$ cat src/rtl/shnc_pkg.sv
// ----------------------------------------------------------------------------
// shnc_pkg
// Types, name table and code constants for the SIP header name classifier.
// ----------------------------------------------------------------------------
package shnc_pkg;

  localparam int NUM_NAMES   = 13;
  localparam int NAME_CHARS  = 14;
  localparam int ROUTE_INDEX = 6;

  typedef logic [NUM_NAMES-1:0] flags_t;

  typedef enum logic [3:0] {
    KIND_OTHER          = 4'd0,
    KIND_TO             = 4'd1,
    KIND_VIA            = 4'd2,
    KIND_FROM           = 4'd3,
    KIND_CSEQ           = 4'd4,
    KIND_RSEQ           = 4'd5,
    KIND_RACK           = 4'd6,
    KIND_ROUTE          = 4'd7,
    KIND_CALL_ID        = 4'd8,
    KIND_CONTACT        = 4'd9,
    KIND_REQUIRE        = 4'd10,
    KIND_CONTENT_TYPE   = 4'd11,
    KIND_RECORD_ROUTE   = 4'd12,
    KIND_CONTENT_LENGTH = 4'd13
  } kind_t;

  // compact form letters
  localparam logic [7:0] CHAR_I = 8'h69;
  localparam logic [7:0] CHAR_M = 8'h6d;
  localparam logic [7:0] CHAR_L = 8'h6c;
  localparam logic [7:0] CHAR_C = 8'h63;
  localparam logic [7:0] CHAR_F = 8'h66;
  localparam logic [7:0] CHAR_T = 8'h74;
  localparam logic [7:0] CHAR_V = 8'h76;

  localparam logic [7:0] CHAR_UPPER_A = 8'h41;
  localparam logic [7:0] CHAR_UPPER_Z = 8'h5a;
  localparam logic [7:0] CASE_OFFSET  = 8'h20;

  // lowercase names, left aligned, padded with spaces
  localparam logic [8*NAME_CHARS-1:0] NAME_STR [NUM_NAMES] = '{
    "to            ",
    "via           ",
    "from          ",
    "cseq          ",
    "rseq          ",
    "rack          ",
    "route         ",
    "call-id       ",
    "contact       ",
    "require       ",
    "content-type  ",
    "record-route  ",
    "content-length"
  };

  localparam logic [3:0] NAME_LEN [NUM_NAMES] = '{
    4'd2, 4'd3, 4'd4, 4'd4, 4'd4, 4'd4, 4'd5,
    4'd7, 4'd7, 4'd7, 4'd12, 4'd12, 4'd14
  };

  function automatic logic [7:0] fold_case(input logic [7:0] c);
    logic [7:0] r;
    r = c;
    if (c >= CHAR_UPPER_A && c <= CHAR_UPPER_Z) begin
      r = c + CASE_OFFSET;
    end
    return r;
  endfunction

  function automatic logic [7:0] name_byte(input logic [3:0] idx, input logic [3:0] pos);
    logic [7:0] b;
    b = 8'h00;
    if (pos < 4'(NAME_CHARS)) begin
      b = NAME_STR[idx][7'(8*NAME_CHARS - 1 - 8*int'(pos)) -: 8];
    end
    return b;
  endfunction

  function automatic kind_t compact_kind(input logic [7:0] c);
    kind_t k;
    unique case (c)
      CHAR_I:  k = KIND_CALL_ID;
      CHAR_M:  k = KIND_CONTACT;
      CHAR_L:  k = KIND_CONTENT_LENGTH;
      CHAR_C:  k = KIND_CONTENT_TYPE;
      CHAR_F:  k = KIND_FROM;
      CHAR_T:  k = KIND_TO;
      CHAR_V:  k = KIND_VIA;
      default: k = KIND_OTHER;
    endcase
    return k;
  endfunction

endpackage

$ cat src/rtl/sip_header_name_classifier.sv
// ----------------------------------------------------------------------------
// sip_header_name_classifier
// Classifies a SIP header name, streamed one byte per word, into a kind code.
// ----------------------------------------------------------------------------
//
//   channel  direction  handshake              payload
//   in_      input      in_valid / in_stall    in_name_char[7:0], in_last_char
//   out_     output     out_valid / out_stall  out_header_kind[3:0]
//
// one byte per cycle sustained unless out_stall holds a final byte; a byte is
// registered, then matched against the name table and the kind is loaded into
// the result register. out_valid rises as the final byte leaves the input register.
// rst_n (synchronous, active low) clears the match state and empties both stages.
// out_stall holds only words carrying a final byte; other bytes keep flowing.

module sip_header_name_classifier (
  input  logic       clk,
  input  logic       rst_n,
  input  logic       in_valid,
  output logic       in_stall,
  input  logic [7:0] in_name_char,
  input  logic       in_last_char,
  output logic       out_valid,
  input  logic       out_stall,
  output logic [3:0] out_header_kind
);

  localparam logic [3:0] LEN_MAX = 4'd15;

  // input register
  logic       s1_valid_r;
  logic [7:0] s1_char_r;
  logic       s1_last_r;

  // match state
  logic [3:0]      length_r, length_nxt;
  shnc_pkg::flags_t flags_r, flags_nxt;
  logic [7:0]      first_r, first_nxt;

  // result register
  logic            out_valid_r;
  shnc_pkg::kind_t kind_r, kind_nxt;

  logic       out_free;
  logic       s1_adv;
  logic       in_acc;
  logic [7:0] c;

  assign out_free = !out_valid_r || !out_stall;
  assign s1_adv   = s1_valid_r && (!s1_last_r || out_free);
  assign in_stall = s1_valid_r && !s1_adv;
  assign in_acc   = in_valid && !in_stall;
  assign c        = shnc_pkg::fold_case(s1_char_r);

  always_comb begin
    flags_nxt = flags_r;
    for (int k = 0; k < shnc_pkg::NUM_NAMES; k++) begin
      if (length_r >= shnc_pkg::NAME_LEN[k]) begin
        flags_nxt[k] = 1'b0;
      end else if (k == shnc_pkg::ROUTE_INDEX && length_r == 4'd0) begin
        flags_nxt[k] = flags_r[k];
      end else if (c != shnc_pkg::name_byte(4'(k), length_r)) begin
        flags_nxt[k] = 1'b0;
      end
    end
    first_nxt  = (length_r == 4'd0) ? c : first_r;
    length_nxt = (length_r < LEN_MAX) ? length_r + 4'd1 : length_r;

    // lowest matching name of the right length wins
    kind_nxt = shnc_pkg::KIND_OTHER;
    if (length_nxt == 4'd1) begin
      kind_nxt = shnc_pkg::compact_kind(first_nxt);
    end else begin
      for (int k = shnc_pkg::NUM_NAMES - 1; k >= 0; k--) begin
        if (flags_nxt[k] && shnc_pkg::NAME_LEN[k] == length_nxt) begin
          kind_nxt = shnc_pkg::kind_t'(4'(k + 1));
        end
      end
    end
  end

  always_ff @(posedge clk) begin
    if (!rst_n) begin
      s1_valid_r  <= 1'b0;
      out_valid_r <= 1'b0;
      length_r    <= 4'd0;
      flags_r     <= '1;
      first_r     <= 8'h00;
    end else begin
      if (in_acc) begin
        s1_valid_r <= 1'b1;
      end else if (s1_adv) begin
        s1_valid_r <= 1'b0;
      end

      if (s1_adv && s1_last_r) begin
        out_valid_r <= 1'b1;
      end else if (!out_stall) begin
        out_valid_r <= 1'b0;
      end

      if (s1_adv) begin
        if (s1_last_r) begin
          length_r <= 4'd0;
          flags_r  <= '1;
          first_r  <= 8'h00;
        end else begin
          length_r <= length_nxt;
          flags_r  <= flags_nxt;
          first_r  <= first_nxt;
        end
      end
    end
  end

  always_ff @(posedge clk) begin
    if (in_acc) begin
      s1_char_r <= in_name_char;
      s1_last_r <= in_last_char;
    end
    if (s1_adv && s1_last_r) begin
      kind_r <= kind_nxt;
    end
  end

  assign out_valid       = out_valid_r;
  assign out_header_kind = kind_r;

  // state is back at its idle value after a final byte
  a_state_clear: assert property (@(posedge clk) disable iff (!rst_n)
    s1_adv && s1_last_r |=> length_r == 4'd0 && flags_r == '1 && first_r == 8'h00)
    else $error("match state not cleared after final byte");

  // a result only follows a final byte leaving the input register
  a_out_source: assert property (@(posedge clk) disable iff (!rst_n)
    $rose(out_valid_r) |-> $past(s1_adv && s1_last_r))
    else $error("result without final byte");

  // stalling the input only happens with a held final byte
  a_stall_cause: assert property (@(posedge clk) disable iff (!rst_n)
    in_stall |-> s1_valid_r && s1_last_r && out_valid_r && out_stall)
    else $error("input stalled without a blocked result");

  // a held result is not overwritten
  a_result_hold: assert property (@(posedge clk) disable iff (!rst_n)
    out_valid_r && out_stall |=> out_valid_r && $stable(kind_r))
    else $error("stalled result overwritten");

endmodule

$ cat config.mk
export PLATFORM = sky130hd
export DESIGN_NAME = sip_header_name_classifier
export DESIGN_NICKNAME = d
export VERILOG_FILES = /design/src/rtl/shnc_pkg.sv /design/src/rtl/sip_header_name_classifier.sv
export SDC_FILE = /design/constraint.sdc
export NUM_CORES = 1
export LEC_CHECK = 0
export ABC_AREA = 1
export BUFFER_PORTS_ARGS = -buffer_cell sky130_fd_sc_hd__buf_2
export CAP_MARGIN = 5
export CORE_MARGIN = 4
export CORE_UTILIZATION = 30
export CTS_CLUSTER_SIZE = 10
export DETAILED_ROUTE_END_ITERATION = 7
export GPL_ROUTABILITY_DRIVEN = 0
export PLACE_DENSITY = 0.49
export SLEW_MARGIN = 20
export SYNTH_ARGS = -nofsm -noshare
export SYNTH_HDL_FRONTEND = slang
export SYNTH_SLANG_ARGS = --single-unit
export TNS_END_PERCENT = 1
$ cat constraint.sdc
create_clock -name clk -period 3.6 [get_ports clk]
set_clock_uncertainty 0.1 [all_clocks]
set_input_delay 1.08 -clock clk [delete_from_list [all_inputs] [get_ports clk]]
set_output_delay 1.08 -clock clk [all_outputs]
set_load 0.005 [all_outputs]
### Yosys cells after proc, flatten, opt, wreduce, memory -nomap -nowiden

Index checks and enable logic that the tools add are counted.

| cells by class | value |
|---|---|
| add/sub/neg operators | 3 |
| order comparisons | 11 |
| equal/unequal tests | 29 |
| shift operators | 13 |
| muxes and demuxes | 79 |
| reductions and logical operators | 27 |

Operators with widths:

| kind | number |
|---|---|
| $shiftx A119 B7 Y8 const A | 13 |
| $mux W8 | 30 |
| $ne A8 B8 Y1 | 13 |
| $mux W4 | 16 |
| $eq A8 B7 Y1 const B | 7 |
| $mux W1 | 31 |
| $pmux W4 S7 | 1 |
| $logic_and A1 B1 Y1 | 18 |
| $mux W13 | 1 |
| $eq A3 B4 Y1 const A | 3 |
| $ge A4 B3 Y1 const B | 3 |
| $add A8 B6 Y8 const B | 1 |
| $eq A2 B4 Y1 const A | 2 |
| $eq A4 B4 Y1 const A | 2 |
| $ge A4 B2 Y1 const B | 2 |
| $ge A4 B4 Y1 const B | 2 |
| $ge A8 B7 Y1 const B | 1 |
| $le A8 B7 Y1 const B | 1 |
| $lt A4 B4 Y1 const B | 2 |
| $sub A7 B7 Y7 const A | 1 |
| $logic_not A1 Y1 | 5 |
| $add A4 B1 Y4 const B | 1 |
| $eq A4 B1 Y1 const B | 1 |
| $logic_not A4 Y1 | 1 |
| 3 further kinds | 4 |

| storage, ports and cells | value |
|---|---|
| register bits after elaboration | 40 |

### Logic depth before layout (Yosys ltp)

| logic depth | value |
|---|---|
| depth after elaboration | 22 |
| gate-level depth with buffers | 22 |
| depth with buffers taken out | 22 |

### Worst setup path after synthesis

No wires, ideal clock.

| timing path | value |
|---|---|
| kind | register to register |
| start | reg length_r[0] |
| end | reg kind_r[0], in the netlist out_header_kind[0], data pin |
| arrival time | 2.215 ns |
| data required time | 3.244 ns |
| path slack | 1.029 ns |
| cell stages (with the launch flop) | 15 |
| path buffers | 1 |
| period minus slack after synthesis | 2.571 ns |
| cell sequence | dfxtp_1 > inv_1 > buf_6 > ha_1 > nand2_8 > inv_4 > or2_2 > o21ai_0 > inv_1 > nand4_1 > nor2_1 > a21oi_1 > nand2_1 > o21ai_0 > nand2_1 |

| on the way | value |
|---|---|
| longest elaborated chain between the ends | 22 |
| elaborated cells between the ends (all ways) | 137 |
| those cells by class | add/sub (2); order compare (9); eq/ne (28); shift (13); mux (71); reduce/logical (14) |

RTL lines:

| item | RTL line | text |
|---|---|---|
| from (decl) | sip_header_name_classifier.sv:36 | `logic [3:0] length_r, length_nxt;` |
| from (signal assigned) | sip_header_name_classifier.sv:108 | `length_r <= length_nxt;` |
| $sub A7 B7 Y7 | shnc_pkg.sv:78 | `b = NAME_STR[idx][7'(8*NAME_CHARS - 1 - 8*int'(pos)) -: 8];` |
| $shiftx A119 B7 Y8 | shnc_pkg.sv:78 |  |
| $mux W8 | shnc_pkg.sv:77 | `if (pos < 4'(NAME_CHARS)) begin` |
| $mux W8 | sip_header_name_classifier.sv:58 | `if (length_r >= shnc_pkg::NAME_LEN[k]) begin` |
| $ne A8 B8 Y1 | sip_header_name_classifier.sv:62 | `end else if (c != shnc_pkg::name_byte(4'(k), length_r)) begin` |
| $mux W1 | sip_header_name_classifier.sv:62 |  |
| $mux W1 | sip_header_name_classifier.sv:58 |  |
| $logic_and A1 B1 Y1 | sip_header_name_classifier.sv:75 | `if (flags_nxt[k] && shnc_pkg::NAME_LEN[k] == length_nxt) begin` |
| $mux W4 (13 in series) | sip_header_name_classifier.sv:75 |  |
| $mux W4 * | sip_header_name_classifier.sv:71 | `if (length_nxt == 4'd1) begin` |
| named net kind_nxt[0] | sip_header_name_classifier.sv:42 | `shnc_pkg::kind_t kind_r, kind_nxt;` |
| to (signal assigned) | sip_header_name_classifier.sv:122 | `kind_r <= kind_nxt;` |
| to (decl) | sip_header_name_classifier.sv:42 |  |

Mark *: on every way through the listed nets, which the timed path passes. The rest lies on a longest branch. The select of a mux whose other input is x is not followed.
A chain may end at the register's enable or synchronous reset.

### Final worst setup path

| timing path | value |
|---|---|
| start | reg length_r[2] |
| end | reg kind_r[1], in the netlist out_header_kind[1], data pin |

| on the way | value |
|---|---|
| longest elaborated chain between the ends | 21 |
| elaborated cells between the ends (all ways) | 127 |
| those cells by class | add/sub (2); order compare (8); eq/ne (26); shift (12); mux (66); reduce/logical (13) |

RTL lines:

| item | RTL line |
|---|---|
| $sub A7 B7 Y7 | shnc_pkg.sv:78 |
| $shiftx A119 B7 Y8 | shnc_pkg.sv:78 |
| $mux W8 | shnc_pkg.sv:77 |
| $mux W8 | sip_header_name_classifier.sv:58 |
| $ne A8 B8 Y1 | sip_header_name_classifier.sv:62 |
| $mux W1 | sip_header_name_classifier.sv:62 |
| $mux W1 | sip_header_name_classifier.sv:58 |
| $logic_and A1 B1 Y1 | sip_header_name_classifier.sv:75 |
| $mux W4 (12 in series) | sip_header_name_classifier.sv:75 |
| $mux W4 * | sip_header_name_classifier.sv:71 |
| named net kind_nxt[1] | sip_header_name_classifier.sv:42 |

Marked as above.

==> results.txt <==
Dpl cells - 610
Final WS setup - 0.475 ns
I/O Pins - 19
Mapped Area - 3110 um^2
Yosys cell types - 44
Die H - 110 um
Slew margin rel. - 48.6%
Leakage power - 1.58 nW
Placed Area - 3320 um^2
Routed len/inst - 13.5 um
Final instance area - 3410 um^2
I/O Buffers - 18
Vias in the first global route - 2,907
Startpoint Class - flip-flop
Reg-to-Reg Start - length_r[2]$_SDFFE_PN0P_
GRT overflow - 0
Final Max Slew Viols - 0
Max VDD drop - 145 uV
Synth Area in Simple Gates - 43.9%
Fmax - 320 MHz
Post-DR vias/cell - 4.92
CTS tree - done
Starting Density - 31.2%
Final hold vios - 0
Hold bufs inserted after CTS - 0
Status - complete, no violations
Post-synth EDFFs - 13
Synth Area in Compound Gates - 11.7%
Layout cells sized above 1 - 15.1%
Largest net degree at the start of global routing - 17
Total number of vias - 3,039
Post-CTS resize count - 0
Routed Antenna Nets - 0
Final worst-path cycle share - 86.8%
Die Span X - 110 um
Min-delay src - first_r[0]$_SDFFE_PN0P_
Starting DRT DRC Count - 192
Die area - 12,100 um^2
Endpoint class of the critical path - flip-flop
Final core utilization - 34.2%
Detailed Routing Iterations Pass 1 - 4
Fraction of the mapped netlist area in adder cells - 2.82%
# rows - 36
Crit. Startpoint - length_r[2]$_SDFFE_PN0P_
CTS clk-pin slew, worst paths - 0.08 ns
Asr flop ratio synth - 0%
Total clock buffers created by CTS - 5
Type of the most critical hold path - reg -> reg
Antenna cells - 0
Core Box Area - 9950 um^2
Max Root-Sink Buffers - 2
Synthesis Warnings - 0
Setup TNS - 0 ns
Dpl hpwl - 6520 um
First-pass GRT wire length - 14,200 um
Top_reg_cell synth - dfxtp_1
Syn_area_per_cell - 6.69 um^2
Crit Path Max Fanout - 11
Syn Nets - 485
Post-CTS setup buffers - 0
Worst path required time - 3.53 ns
Crit path DAT - 3.05 ns
Root buffer cell - clkbuf_8
XOR/XNOR Fraction of Synth Area - 1.97%
Seq cells post-synth - 40
Total of max-cap violations - 0
RSZ-0062 raised after global routing - false
GRT Overall Usage - 15.0%
Crit path kind - reg -> reg
Mux share of post-synthesis cell area - 0%
CTS sink cnt - 40
Register area share after synthesis - 29.9%
DRC - 0
Final nets - 504
Largest family of logic cells by synthesized area - simple AND/OR/NAND/NOR gates
Antenna violations before repair - 0
Worst-Margin Slew - 0.769 ns
Area Growth Syn to Fin - 9.62%
Post-Layout Cell Count - 618
CTS HTree Levels - 2
Power per cell area - 278 nW/um^2
Place WS - 0.476 ns
Drt total wl - 8320 um
Final setup viols - 0
Tmin final - 3.13 ns
Worst-Skew Late Latency - 0.30 ns
Post-synthesis cell count - 465
cell usage in the layout (no fill, tap or decap), types with 3 or more instances in the layout:
cell type  count
xor2_1         7
or2_1          3
clkbuf_8       5
nand4_1       14
nor3_1         3
edfxtp_1      13
buf_2         18
o21ai_0       17
nand2_4        3
nor2_4         4
nand2_2        6
ha_1           7
nand2_1      124
inv_1         53
nand3_1       43
o21ai_1        5
dfxtp_1       27
nor2_1        45
a21oi_1       31
nand3_2        6
nor4_1         3
a31oi_1        3
inv_2          8
nor2_2         6
logic make-up (layout without fill, tap and decap cells):
kind of cell / Yosys count / count (layout)
AOI/OAI and AO/OA: 66 / 66
xor gates and xnor gates: 7 / 7
adders and majority gates: 7 / 7
buffers and inverters: 72 / 92
DFF: 40 / 40
and+or+nand+nor: 273 / 273
per-layer routing:
| metal | part of all wire (%) | wire length [um] | vias up | global-route usage, % |
|---|---|---|---|---|
| met4 | 2.2 | 185 | 0 | 4.63 |
| met3 | 3.3 | 273 | 16 | 2.23 |
| met5 | 0 | 0 | - | 0 |
| li1 | - | - | 1562 | - |
| met2 | 47 | 3890 | 56 | 24.8 |
| met1 | 48 | 3970 | 1405 | 20.2 |
cell usage after synthesis, types with 3 or more instances:
library cell  number  area share [%]
nand4_1           14             2.8
xor2_1             7             2.0
nor2_1            45             5.4
nand2_4            3             1.1
nand3_2            6             1.9
inv_1             53             6.4
dfxtp_1           27              17
ha_1               7             2.8
nor4_1             3            0.60
nor2_4             4             1.4
o21ai_0           17             2.7
nor2_2             6             1.2
nor3_1             3            0.48
clkbuf_1           4            0.48
or2_1              3            0.60
a31oi_1            3            0.60
edfxtp_1          13              13
inv_2              8            0.97
nand3_1           43             6.9
nand2_2            6             1.2
o21ai_1            5            0.80
buf_6              3             1.1
a21oi_1           31             5.0
nand2_1          124              15
worst paths after layout:
check / endpoint / slack, ns / depth (start not counted)
worst max register to register: out_header_kind[1]$_DFFE_PP_ / 0.47 / 18
worst max-delay path: out_header_kind[1]$_DFFE_PP_ / 0.47 / 18
worst min register to register: first_r[0]$_SDFFE_PN0P_ / 0.37 / 2
worst min-delay path: first_r[0]$_SDFFE_PN0P_ / 0.37 / 2
where the power goes:
part	total, mW	leakage, nW	switching [mW]	internal (mW)
Combinational	0.146	1.20	0.0977	0.0482
Sequential	0.509	0.344	0.0210	0.488
Clock	0.293	0.0388	0.158	0.134
Total	0.948	1.58	0.277	0.671
final cells by class:
cell class / instances / area [um^2]
Multi-Input combinational cell: 353 / 1880
Tap cell: 133 / 166
Sequential cell: 40 / 931
Clock buffer: 6 / 72.6
Timing Repair Buffer: 20 / 105
Fill cell: 1086 / 6550
Clock inverter: 2 / 11.3
Inverter: 64 / 245
per-stage QoR:
step	power, mW	hold slack (ns)
after floorplan	0.622	0.330
after global placement	0.665	0.344
after detailed placement	0.665	0.352
after CTS	0.962	0.364
after global routing	1.01	0.375
final	0.948	0.367
worst max-delay path: stages (launching register included):
cell	delay [ns]
dfxtp_1	0.72
ha_1	0.36
inv_2	0.09
nand2_8	0.11
nand2_4	0.07
nor2_8	0.13
inv_2	0.07
nand3_1	0.09
nand2_2	0.09
nand2_1	0.10
inv_1	0.06
nand2_2	0.14
inv_2	0.10
nand4_1	0.11
nand2_1	0.09
a31oi_1	0.16
o21ai_1	0.08
nand2_1	0.06
o21ai_0	0.11
state kept, by name, indices dropped and copies added (netlist names):
name and count:
first_r 8, flags_r 13, length_r 4, out_header_kind 4, out_valid 1, s1_char_r 8
s1_last_r 1, s1_valid_r 1
Note: power is estimated with default switching activity, not from simulation.
